[src/rtl/core/dtq_pkg.sv]
// ----------------------------------------------------------------------------
// Deadline timer queue package
// Sizes, request and result codes, controller/datapath command and status.
// ----------------------------------------------------------------------------
package dtq_pkg;

	localparam int NUM_TIMERS = 8;
	localparam int IDX_W      = $clog2(NUM_TIMERS);
	localparam int CNT_W      = $clog2(NUM_TIMERS + 1);
	localparam int REQ_W      = 2;
	localparam int ID_W       = 3;
	localparam int DELAY_W    = 32;
	localparam int TICK_W     = 64;
	localparam int TTN_W      = 31;
	localparam int KIND_W     = 2;

	localparam logic [REQ_W-1:0] REQ_START = 2'd0;
	localparam logic [REQ_W-1:0] REQ_STOP  = 2'd1;
	localparam logic [REQ_W-1:0] REQ_TICK  = 2'd2;
	localparam logic [REQ_W-1:0] REQ_YIELD = 2'd3;

	localparam logic [KIND_W-1:0] KIND_ACK     = 2'd0;
	localparam logic [KIND_W-1:0] KIND_EXPIRED = 2'd1;
	localparam logic [KIND_W-1:0] KIND_DONE    = 2'd2;

	typedef struct packed {
		logic              latch;
		logic              tick;
		logic              pos_clr;
		logic              pos_inc;
		logic              rem_shift;
		logic              ins_write;
		logic              emit;
		logic [KIND_W-1:0] emit_kind;
	} dtq_cmd_t;

	typedef struct packed {
		logic id_ok;
		logic at_end;
		logic found;
		logic ins_go;
		logic full;
		logic head_due;
		logic out_free;
	} dtq_sts_t;

endpackage

[src/rtl/core/dtq_intf.sv]
// ----------------------------------------------------------------------------
// Deadline timer queue channels
// Request and result channels with valid/ready transfer.
// ----------------------------------------------------------------------------
interface dtq_req_if;
	logic                        valid;
	logic                        ready;
	logic [dtq_pkg::REQ_W-1:0]   req_type;
	logic [dtq_pkg::ID_W-1:0]    timer_id;
	logic [dtq_pkg::DELAY_W-1:0] delay;

	modport source (output valid, req_type, timer_id, delay, input ready);
	modport sink   (input valid, req_type, timer_id, delay, output ready);
endinterface

interface dtq_rsp_if;
	logic                       valid;
	logic                       ready;
	logic [dtq_pkg::KIND_W-1:0] result_kind;
	logic [dtq_pkg::ID_W-1:0]   expired_id;
	logic [dtq_pkg::TTN_W-1:0]  time_to_next;
	logic                       last;

	modport source (output valid, result_kind, expired_id, time_to_next, last, input ready);
	modport sink   (input valid, result_kind, expired_id, time_to_next, last, output ready);
endinterface

[src/rtl/core/dtq_ctrl.sv]
// ----------------------------------------------------------------------------
// Deadline timer queue controller
// Sequences list search, removal, insertion and the yield pop loop.
// ----------------------------------------------------------------------------
module dtq_ctrl (
	input  logic                      clk,
	input  logic                      arst_n,
	input  logic                      req_valid,
	input  logic [dtq_pkg::REQ_W-1:0] req_type,
	output logic                      req_ready,
	input  dtq_pkg::dtq_sts_t         sts,
	output dtq_pkg::dtq_cmd_t         cmd
);

	localparam logic [2:0] ST_IDLE      = 3'd0;
	localparam logic [2:0] ST_REM_SCAN  = 3'd1;
	localparam logic [2:0] ST_REM_SHIFT = 3'd2;
	localparam logic [2:0] ST_INS_SCAN  = 3'd3;
	localparam logic [2:0] ST_INS_WRITE = 3'd4;
	localparam logic [2:0] ST_ACK       = 3'd5;
	localparam logic [2:0] ST_YIELD     = 3'd6;

	logic [2:0]                state_q;
	logic [2:0]                state_d;
	logic [dtq_pkg::REQ_W-1:0] req_q;
	logic                      is_start;

	assign req_ready = (state_q == ST_IDLE);
	assign is_start  = (req_q == dtq_pkg::REQ_START);

	always_comb begin
		cmd     = '0;
		state_d = state_q;
		unique case (state_q)
			ST_IDLE: begin
				if (req_valid) begin
					cmd.latch = 1'b1;
					unique case (req_type)
						dtq_pkg::REQ_START,
						dtq_pkg::REQ_STOP: state_d = ST_REM_SCAN;
						dtq_pkg::REQ_TICK: begin
							cmd.tick = 1'b1;
							state_d  = ST_ACK;
						end
						default: state_d = ST_YIELD;
					endcase
				end
			end
			ST_REM_SCAN: begin
				priority if (!sts.id_ok) begin
					state_d = ST_ACK;
				end else if (sts.at_end) begin
					if (is_start) begin
						cmd.pos_clr = 1'b1;
						state_d     = ST_INS_SCAN;
					end else begin
						state_d = ST_ACK;
					end
				end else if (sts.found) begin
					state_d = ST_REM_SHIFT;
				end else begin
					cmd.pos_inc = 1'b1;
				end
			end
			ST_REM_SHIFT: begin
				cmd.rem_shift = 1'b1;
				if (is_start) begin
					cmd.pos_clr = 1'b1;
					state_d     = ST_INS_SCAN;
				end else begin
					state_d = ST_ACK;
				end
			end
			ST_INS_SCAN: begin
				priority if (sts.ins_go) begin
					cmd.pos_inc = 1'b1;
				end else if (sts.full) begin
					state_d = ST_ACK;
				end else begin
					state_d = ST_INS_WRITE;
				end
			end
			ST_INS_WRITE: begin
				cmd.ins_write = 1'b1;
				state_d       = ST_ACK;
			end
			ST_ACK: begin
				if (sts.out_free) begin
					cmd.emit      = 1'b1;
					cmd.emit_kind = dtq_pkg::KIND_ACK;
					state_d       = ST_IDLE;
				end
			end
			ST_YIELD: begin
				if (sts.out_free) begin
					cmd.emit = 1'b1;
					if (sts.head_due) begin
						cmd.emit_kind = dtq_pkg::KIND_EXPIRED;
						cmd.rem_shift = 1'b1;
					end else begin
						cmd.emit_kind = dtq_pkg::KIND_DONE;
						state_d       = ST_IDLE;
					end
				end
			end
			default: state_d = ST_IDLE;
		endcase
	end

	always_ff @(posedge clk or negedge arst_n) begin
		if (!arst_n) begin
			state_q <= ST_IDLE;
			req_q   <= dtq_pkg::REQ_START;
		end else begin
			state_q <= state_d;
			if (cmd.latch) begin
				req_q <= req_type;
			end
		end
	end

endmodule

[src/rtl/core/dtq_dpath.sv]
// ----------------------------------------------------------------------------
// Deadline timer queue datapath
// Tick counter, ordered list cells, scan pointer and result register.
// ----------------------------------------------------------------------------
module dtq_dpath (
	input  logic                        clk,
	input  logic                        arst_n,
	input  logic [dtq_pkg::ID_W-1:0]    timer_id,
	input  logic [dtq_pkg::DELAY_W-1:0] delay,
	input  dtq_pkg::dtq_cmd_t           cmd,
	output dtq_pkg::dtq_sts_t           sts,
	dtq_rsp_if.source                   rsp
);

	logic [dtq_pkg::TICK_W-1:0] now_q;
	logic [dtq_pkg::CNT_W-1:0]  count_q;
	logic [dtq_pkg::CNT_W-1:0]  pos_q;
	logic [dtq_pkg::ID_W-1:0]   id_q;
	logic [dtq_pkg::TICK_W-1:0] dl_q;
	logic [dtq_pkg::ID_W-1:0]   ent_slot_q [dtq_pkg::NUM_TIMERS];
	logic [dtq_pkg::TICK_W-1:0] ent_dl_q   [dtq_pkg::NUM_TIMERS];

	logic                       out_valid_q;
	logic [dtq_pkg::KIND_W-1:0] out_kind_q;
	logic [dtq_pkg::ID_W-1:0]   out_id_q;
	logic [dtq_pkg::TTN_W-1:0]  out_ttn_q;
	logic                       out_last_q;

	logic [dtq_pkg::IDX_W-1:0]  pos_idx;
	logic [dtq_pkg::ID_W-1:0]   pos_slot;
	logic [dtq_pkg::TICK_W-1:0] pos_dl;
	logic [dtq_pkg::TICK_W-1:0] head_diff;
	logic [dtq_pkg::TTN_W-1:0]  ttn;

	assign pos_idx  = pos_q[dtq_pkg::IDX_W-1:0];
	assign pos_slot = ent_slot_q[pos_idx];
	assign pos_dl   = ent_dl_q[pos_idx];

	assign head_diff = ent_dl_q[0] - now_q;

	always_comb begin
		if (count_q == '0) begin
			ttn = '0;
		end else if (head_diff[dtq_pkg::TICK_W-1:dtq_pkg::TTN_W] != '0) begin
			ttn = '1;
		end else begin
			ttn = head_diff[dtq_pkg::TTN_W-1:0];
		end
	end

	assign sts.id_ok    = (int'(id_q) < dtq_pkg::NUM_TIMERS);
	assign sts.at_end   = (pos_q == count_q);
	assign sts.found    = (pos_q != count_q) && (pos_slot == id_q);
	assign sts.ins_go   = (pos_q != count_q) && (pos_dl < dl_q);
	assign sts.full     = (count_q == dtq_pkg::CNT_W'(dtq_pkg::NUM_TIMERS));
	assign sts.head_due = (count_q != '0) && !(now_q < ent_dl_q[0]);
	assign sts.out_free = !out_valid_q || rsp.ready;

	always_ff @(posedge clk or negedge arst_n) begin
		if (!arst_n) begin
			now_q   <= '0;
			count_q <= '0;
			pos_q   <= '0;
		end else begin
			if (cmd.tick) begin
				now_q <= now_q + dtq_pkg::TICK_W'(1);
			end
			if (cmd.latch || cmd.pos_clr) begin
				pos_q <= '0;
			end else if (cmd.pos_inc) begin
				pos_q <= pos_q + dtq_pkg::CNT_W'(1);
			end
			if (cmd.rem_shift) begin
				count_q <= count_q - dtq_pkg::CNT_W'(1);
			end else if (cmd.ins_write) begin
				count_q <= count_q + dtq_pkg::CNT_W'(1);
			end
		end
	end

	always_ff @(posedge clk) begin
		if (cmd.latch) begin
			id_q <= timer_id;
			dl_q <= now_q + dtq_pkg::TICK_W'(delay);
		end
		for (int i = 0; i < dtq_pkg::NUM_TIMERS; i++) begin
			if (cmd.rem_shift) begin
				if (i < dtq_pkg::NUM_TIMERS - 1 && dtq_pkg::CNT_W'(i) >= pos_q) begin
					ent_slot_q[i] <= ent_slot_q[(i + 1) % dtq_pkg::NUM_TIMERS];
					ent_dl_q[i]   <= ent_dl_q[(i + 1) % dtq_pkg::NUM_TIMERS];
				end
			end else if (cmd.ins_write) begin
				if (dtq_pkg::CNT_W'(i) == pos_q) begin
					ent_slot_q[i] <= id_q;
					ent_dl_q[i]   <= dl_q;
				end else if (i > 0 && dtq_pkg::CNT_W'(i) > pos_q) begin
					ent_slot_q[i] <= ent_slot_q[(i + dtq_pkg::NUM_TIMERS - 1) % dtq_pkg::NUM_TIMERS];
					ent_dl_q[i]   <= ent_dl_q[(i + dtq_pkg::NUM_TIMERS - 1) % dtq_pkg::NUM_TIMERS];
				end
			end
		end
	end

	always_ff @(posedge clk or negedge arst_n) begin
		if (!arst_n) begin
			out_valid_q <= 1'b0;
		end else if (cmd.emit) begin
			out_valid_q <= 1'b1;
		end else if (rsp.ready) begin
			out_valid_q <= 1'b0;
		end
	end

	always_ff @(posedge clk) begin
		if (cmd.emit) begin
			out_kind_q <= cmd.emit_kind;
			out_id_q   <= (cmd.emit_kind == dtq_pkg::KIND_EXPIRED) ? ent_slot_q[0] : '0;
			out_ttn_q  <= (cmd.emit_kind == dtq_pkg::KIND_DONE) ? ttn : '0;
			out_last_q <= (cmd.emit_kind != dtq_pkg::KIND_EXPIRED);
		end
	end

	assign rsp.valid        = out_valid_q;
	assign rsp.result_kind  = out_kind_q;
	assign rsp.expired_id   = out_id_q;
	assign rsp.time_to_next = out_ttn_q;
	assign rsp.last         = out_last_q;

endmodule

[src/rtl/core/deadline_timer_queue_core.sv]
// Yield: one result per cycle per expired timer while the result channel accepts, then the closing result.
// Throughput: one request at a time; the list walk (one position a cycle) sets the rate.
// The next request is taken once the result register holds the final result.
// Reset clears the tick counter, list count, controller and result valid; list cells
// hold no reset and are only read below the count.
// ----------------------------------------------------------------------------
// Deadline timer queue core
// Ordered deadline list with a tick counter advanced by tick requests and yield of expired timers.
// ----------------------------------------------------------------------------
module deadline_timer_queue_core (
	input  logic      clk,
	input  logic      arst_n,
	dtq_req_if.sink   req,
	dtq_rsp_if.source rsp
);

	dtq_pkg::dtq_cmd_t cmd;
	dtq_pkg::dtq_sts_t sts;
	logic              ctl_ready;

	assign req.ready = ctl_ready;

	dtq_ctrl u_ctrl (
		.clk       (clk),
		.arst_n    (arst_n),
		.req_valid (req.valid),
		.req_type  (req.req_type),
		.req_ready (ctl_ready),
		.sts       (sts),
		.cmd       (cmd)
	);

	dtq_dpath u_dpath (
		.clk      (clk),
		.arst_n   (arst_n),
		.timer_id (req.timer_id),
		.delay    (req.delay),
		.cmd      (cmd),
		.sts      (sts),
		.rsp      (rsp)
	);

endmodule

[src/flat_wrapper.sv]
// flat-port wrapper written by rule: the top's interface ports become plain ports
module deadline_timer_queue_core_flat 
  (clk, arst_n, req_valid, req_req_type, req_timer_id, req_delay, req_ready, rsp_valid, rsp_result_kind, rsp_expired_id, rsp_time_to_next, rsp_last, rsp_ready);
  dtq_req_if req_i ();
  dtq_rsp_if rsp_i ();
  input  logic clk;
  input  logic arst_n;
  input wire logic [$bits(req_i.valid)-1:0] req_valid;
  input wire logic [$bits(req_i.req_type)-1:0] req_req_type;
  input wire logic [$bits(req_i.timer_id)-1:0] req_timer_id;
  input wire logic [$bits(req_i.delay)-1:0] req_delay;
  output wire logic [$bits(req_i.ready)-1:0] req_ready;
  output wire logic [$bits(rsp_i.valid)-1:0] rsp_valid;
  output wire logic [$bits(rsp_i.result_kind)-1:0] rsp_result_kind;
  output wire logic [$bits(rsp_i.expired_id)-1:0] rsp_expired_id;
  output wire logic [$bits(rsp_i.time_to_next)-1:0] rsp_time_to_next;
  output wire logic [$bits(rsp_i.last)-1:0] rsp_last;
  input wire logic [$bits(rsp_i.ready)-1:0] rsp_ready;
  assign req_i.valid = req_valid;
  assign req_i.req_type = req_req_type;
  assign req_i.timer_id = req_timer_id;
  assign req_i.delay = req_delay;
  assign req_ready = req_i.ready;
  assign rsp_valid = rsp_i.valid;
  assign rsp_result_kind = rsp_i.result_kind;
  assign rsp_expired_id = rsp_i.expired_id;
  assign rsp_time_to_next = rsp_i.time_to_next;
  assign rsp_last = rsp_i.last;
  assign rsp_i.ready = rsp_ready;
  deadline_timer_queue_core u_core (.clk(clk), .arst_n(arst_n), .req(req_i), .rsp(rsp_i));
endmodule
[config.mk]
export PLATFORM = sky130hd
export DESIGN_NAME = deadline_timer_queue_core_flat
export DESIGN_NICKNAME = d
export VERILOG_FILES = /design/src/rtl/core/dtq_pkg.sv /design/src/rtl/core/dtq_intf.sv /design/src/rtl/core/dtq_ctrl.sv /design/src/rtl/core/dtq_dpath.sv /design/src/rtl/core/deadline_timer_queue_core.sv /design/src/flat_wrapper.sv
export SDC_FILE = /design/constraint.sdc
export NUM_CORES = 2
export LEC_CHECK = 0
export BUFFER_PORTS_ARGS = -buffer_cell sky130_fd_sc_hd__buf_2
export CAP_MARGIN = 20
export CORE_ASPECT_RATIO = 2
export CORE_MARGIN = 2
export CORE_UTILIZATION = 53
export DETAILED_ROUTE_END_ITERATION = 8
export PLACE_DENSITY = 0.69
export SLEW_MARGIN = 0
export SYNTH_ARGS = -nofsm -noshare
export SYNTH_HDL_FRONTEND = slang
export SYNTH_SLANG_ARGS = --single-unit
[constraint.sdc]
create_clock -name clk -period 16.7 [get_ports clk]
set_input_delay 3.34 -clock clk [delete_from_list [all_inputs] [get_ports clk]]
set_output_delay 3.34 -clock clk [all_outputs]
set_load 0.03 [all_outputs]
### Word level (Yosys, flattened, before mapping)

Memories as Yosys holds them, arrays and structs flattened.
Index checks and enable logic that the tools add are counted.

* flip-flop bits (word level): 182
* bits in writable memories: 536
* input bits: 41
* output and inout bits: 39
* word-level logic and storage cells: 265
* memories: 2

Memory list
* u_core.u_dpath.ent_dl_q: depth 8, bits a word 64, rd ports 9, clocked after memory_dff 0, wr ports 8, line dtq_dpath.sv:21 `logic [dtq_pkg::TICK_W-1:0] ent_dl_q [dtq_pkg::NUM_TIMERS];`
* u_core.u_dpath.ent_slot_q: depth 8, bits a word 3, rd ports 9, clocked after memory_dff 0, wr ports 8, line dtq_dpath.sv:20 `logic [dtq_pkg::ID_W-1:0] ent_slot_q [dtq_pkg::NUM_TIMERS];`

* add/sub/neg operators: 6
* $lt $le $gt $ge: 16
* eq/ne operators: 28
* mux-type cells: 152
* bitwise logic cells: 29
* reduce and logical (&&, ||, !) cells: 20

Operators by type and width (number)
* 64-bit two-way mux: 14
* 64-bit less-than comparator: 2
* 1-bit two-way mux: 100
* 3-bit two-way mux: 24
* 64-bit by 1-bit adder with 64-bit output, second input constant: 1
* 64-bit by 32-bit adder with 64-bit output: 1
* 64-bit subtractor: 1
* 33-bit nonzero test: 1
* 31-bit two-way mux: 1
* 1-bit OR: 28
* 3-bit one-hot mux with 7 select lines: 1
* 3-bit by 4-bit equality test with 1-bit output, first input constant: 4
* 3-bit by 4-bit greater-than comparator with 1-bit output, first input constant: 4
* 4-bit two-way mux: 4
* 3-bit by 4-bit greater-or-equal comparator with 1-bit output, first input constant: 3
* 3-bit one-hot mux with 2 select lines: 2
* 3-bit equality test, second input constant: 3
* 4-bit by 1-bit adder with 4-bit output, second input constant: 2
* 2-bit by 4-bit equality test with 1-bit output, first input constant: 2
* 1-bit by 4-bit greater-or-equal comparator with 1-bit output, first input constant: 2
* 2-bit by 4-bit greater-or-equal comparator with 1-bit output, first input constant: 2
* 2-bit by 4-bit greater-than comparator with 1-bit output, first input constant: 2
* 4-bit zero test: 2
* 3-bit by 2-bit equality test with 1-bit output, second input constant: 2
* 25 further kinds: 43

### Logic depth before layout (Yosys ltp)

An unclocked memory read counts as a cell.

* depth in word-level cells: 11
* mapped depth: 22
* mapped depth without buffers: 21

### Cells and area by module

A second synthesis with hierarchy kept.

* cells, all modules: 4254
* area total of the unflattened synthesis: 44674.1 sq um

Modules (own cells, without submodules)
* dtq_dpath: instances 1, cells an instance 4197, area each 44183.6 sq um, seq. area each 21045.2 sq um
* dtq_ctrl: instances 1, cells an instance 57, area each 490.5 sq um, seq. area each 125.1 sq um

### Worst setup path after synthesis

Ideal clock, no wire load.

* path type: flip-flop to flip-flop
* start: register u_core.u_ctrl.state_q[1]
* end: memory u_core.u_dpath.ent_dl_q[2][0] (netlist name), enable pin
* library setup time: 506 ps
* arrival: 9781 ps
* data required time: 16194 ps
* path slack: 6413 ps
* stages on the path, launching flop included: 10
* path buffers: 4
* period minus slack after synthesis: 10287 ps
* cell sequence: dfrtp_1 > buf_6 > or2_2 > clkbuf_1 > nor3b_1 > nand2_1 > nor3_1 > clkbuf_1 > clkbuf_1 > o21bai_1

RTL lines
* start: declaration: line dtq_ctrl.sv:23 `logic [2:0] state_q;`
* start signal: assignment: line dtq_ctrl.sv:115 `state_q <= state_d;`
* end: declaration: line dtq_dpath.sv:21

==> results.sh <==
export IMPL_p_per_area_nw_per_um2=163.2
export IMPL_io_pins=80
export IMPL_grt_setup_unrepaired="false"
export IMPL_ys_seq_area_share_pct=47.64
export IMPL_num_rows=150
export IMPL_switching_share_pct=39.70
export IMPL_syn_area_per_cell_sq_um=10.54
export IMPL_cp_max_fo=34
export IMPL_seq_power_share_pct=40.3
export IMPL_overflow=0
export IMPL_tightest_slew_ns=1.257
export IMPL_cts_hold_buffers=0
export IMPL_r2r_slack_ns=9.80
export IMPL_grt_pass1_wl_um=220200
export IMPL_dp_hpwl_um=101600
export IMPL_fin_skew_ns=0.02932
export IMPL_status="finished, violations left"
export IMPL_hold_end="u_core.u_dpath.now_q[58]"
export IMPL_grt_pass1_vias=35590
export IMPL_synth_edf_count=640
export IMPL_netlist_area_sq_um=44430
export IMPL_critPathKind="reg2reg"
export IMPL_worst_r2r_path_depth=15
export IMPL_synthCells=4217
export IMPL_cts_resized_gates=0
export IMPL_nets=4332
export IMPL_die_h_um=413.5
export IMPL_critPathLaunch="u_core.u_dpath.now_q[32]"
export IMPL_drt_iter0_drc=3885
export IMPL_max_freq_mhz=144.9
export IMPL_holdCritPathClass="reg2reg"
export IMPL_wirelength_um=149000
export IMPL_die_x_um=208.7
export IMPL_start_kind="flip-flop"
export IMPL_internal_power_uw=4712
export IMPL_cap_violations=0
export IMPL_avgRoutedWirePerCell_um=28.45
export IMPL_firstDrtPassIters=9
export IMPL_hold_depth=1
export IMPL_slew_viol_final=0
export IMPL_core_area_sq_um=83330
export IMPL_postCtsSetupBuffers=0
export IMPL_async_flop_share_pct=10.86
export IMPL_grt_start_max_net_pins=89
export IMPL_synth_top_area_share_pct=43.25
export IMPL_cts_root_buf="clkbuf_16"
export IMPL_fin_crit_ns=6.900
export IMPL_synthTopCellsByArea="edfxtp_1, nand2_1, mux4_2"
export IMPL_finalSetupViolCount=0
export IMPL_fin_tns_setup_ns=0
export IMPL_antennaDiodeCount=0
export IMPL_antenna_found_initial=3
export IMPL_clock_path_buffers=3
export IMPL_synth_distinct_cells=79
export IMPL_crit_arrival_ns=7.19
export IMPL_fillers=7264
export IMPL_vias=35230
export IMPL_fin_crit_sh_pct=41.32
export IMPL_r2r_end="u_core.u_dpath.ent_dl_q[3][33]"
export IMPL_ys_seq_elements=718
export IMPL_antenna_left=0
export IMPL_port_buffers=79
export IMPL_switchingPower_uw=3102
export IMPL_ir_worst_vdd_uv=134.7
export IMPL_synth_net_count=4426
export IMPL_clockPowerShare_pct=20.5
export IMPL_clock_sinks=718
export IMPL_critPathRequiredTime_ns=16.99
export IMPL_synth_most_common_cell="nand2_1"
export IMPL_detailed_place_area_sq_um=45670
export IMPL_grt_usage_pct=34.38
export IMPL_vias_per_cell=6.727
export IMPL_gp_congestion=1.049
export IMPL_htree_levels=3
export IMPL_dieArea_sq_um=86310
export IMPL_cts_tree="yes"
export IMPL_finalHoldViolations=0
export IMPL_cts_buffers=66
export IMPL_slew_headroom_pct=15.49
export IMPL_finalInstanceArea_sq_um=47880
export IMPL_synth_main_ff_cell="edfxtp_1"
export IMPL_worstSetupEndpointType="flip-flop"
export IMPL_synthTopCellsByCount="nand2_1, edfxtp_1, o21ai_0"
export IMPL_clkLatencyLatePin_ns=0.67
export IMPL_yosys_area_top_type="edfxtp_1"
export IMPL_power_leakage_uw=0.01860
export IMPL_drc_errors=8
export IMPL_drive_gt1_share_pct=12.20
export IMPL_worst_hold_startpoint="u_core.u_dpath.now_q[58]"
export IMPL_syn2layout_area_growth_pct=7.755
export IMPL_path_clk_slew_ns=0.07
export IMPL_start_util_pct=53.32
export IMPL_yosys_warnings=0
export IMPL_r2r_start="u_core.u_dpath.now_q[32]"
export IMPL_violations="DRC"
export IMPL_combPwrFrac_pct=39.2
-- power groups by stage --
stage	combinational [uW]	clock, uW	sequential (uW)
2_1_floorplan	2130	0	2970
3_3_place_gp	2930	0	3160
3_5_place_dp	3010	0	3170
4_1_cts	3020	1610	3130
5_1_grt	3290	1660	3190
6_report	3060	1600	3150
-- metal layers --
metal	wire (um)	vias to the layer above	GRT usage, %
met2	75890	1827	60.75
met3	10850	564	4.806
met1	50760	17490	38.23
li1	-	15350	-
met4	11450	2	24.06
met5	49	-	0
-- logic make-up (layout without fill, tap and decap cells) --
family	after synthesis	count (layout)	synth area share, %
AOI/OAI and AO/OA	906	906	12.62
xor gates and xnor gates	183	183	3.607
adders and majority gates	168	168	4.781
buffers and inverters	535	491	4.562
DFF	718	718	47.64
muxes	482	482	14.84
and+or+nand+nor	1225	1225	11.95
-- metrics by stage --
step,setup slack [ns],util [%],std cells,total power [uW],hold WS [ns]
2_1_floorplan,6.413,-,4217,5105,0.4448
3_3_place_gp,9.196,54.80,5116,6093,0.4608
3_5_place_dp,9.186,54.81,5117,6180,0.4888
4_1_cts,9.877,57.42,5235,7771,0.4977
5_1_grt,9.550,57.46,5237,8145,0.5240
6_report,9.800,57.46,5237,7814,0.4976
-- how the worst max path moves through the flow --
stage | endpoint | cells past startpoint
2_1_floorplan | u_core.u_dpath.ent_dl_q[2][0] | 9
3_3_place_gp | u_core.u_dpath.dl_q[61] | 14
3_5_place_dp | u_core.u_dpath.dl_q[53] | 14
4_1_cts | u_core.u_dpath.dl_q[53] | 14
5_1_grt | u_core.u_dpath.ent_dl_q[3][30] | 15
6_report | u_core.u_dpath.ent_dl_q[3][33] | 15
-- worst max-delay path: stages (launching register included) --
cell and delay (ns):
dfrtp_1 0.81, inv_1 0.21, ha_1 0.27, a21o_1 0.18, a31oi_1 0.35, o21ai_0 0.20
nand2_1 0.10, o211ai_1 0.25, a221oi_2 0.59, o21ai_0 0.42, a2bb2oi_1 0.59, o2bb2ai_1 0.34
nand2b_1 0.32, nand2b_1 0.39, clkinv_2 0.74, buf_4 0.72
-- final cells by class --
cell class                 instances  area [sq um]  area share, %
timing repair buffer             140         882.1          1.842
inverter                         233         878.3          1.834
clock inverter                    30         317.8         0.6638
clock buffer                      88          1857          3.878
tap                             1064          1331          2.780
sequential                       718         21180          44.24
multi-input combinational       2964         21430          44.76
-- registers in the layout, summed over array words and instances, names as in the netlist --
signal / cells
u_core.u_dpath.now_q: 64
u_core.u_dpath.ent_slot_q: 24
u_core.u_dpath.rsp.time_to_next: 31
u_core.u_dpath.rsp.last: 1
u_core.u_dpath.pos_q: 4
u_core.u_dpath.rsp.valid: 1
u_core.u_ctrl.req_q: 2
u_core.u_dpath.count_q: 4
u_core.u_dpath.rsp.expired_id: 3
u_core.u_dpath.ent_dl_q: 512
u_core.u_ctrl.state_q: 3
u_core.u_dpath.id_q: 3
u_core.u_dpath.dl_q: 64
u_core.u_dpath.rsp.result_kind: 2
-- cell usage in the layout, fill, tap and decap left out, types with 21 or more instances in the layout --
master,n
a21o_1,46
buf_2,78
xnor2_1,137
ha_1,164
nor4_1,21
mux2i_1,275
mux4_2,134
nand3_1,46
mux2_2,73
dfrtp_1,75
nand4_1,69
xor2_1,45
nor3_1,40
inv_1,230
clkbuf_16,68
a31oi_1,51
buf_4,58
nand2_1,807
o21ai_0,411
edfxtp_1,640
a22oi_1,70
a21oi_1,130
nor2_1,128
a222oi_1,68
No activity file was read; power rests on OpenSTA's default activity.
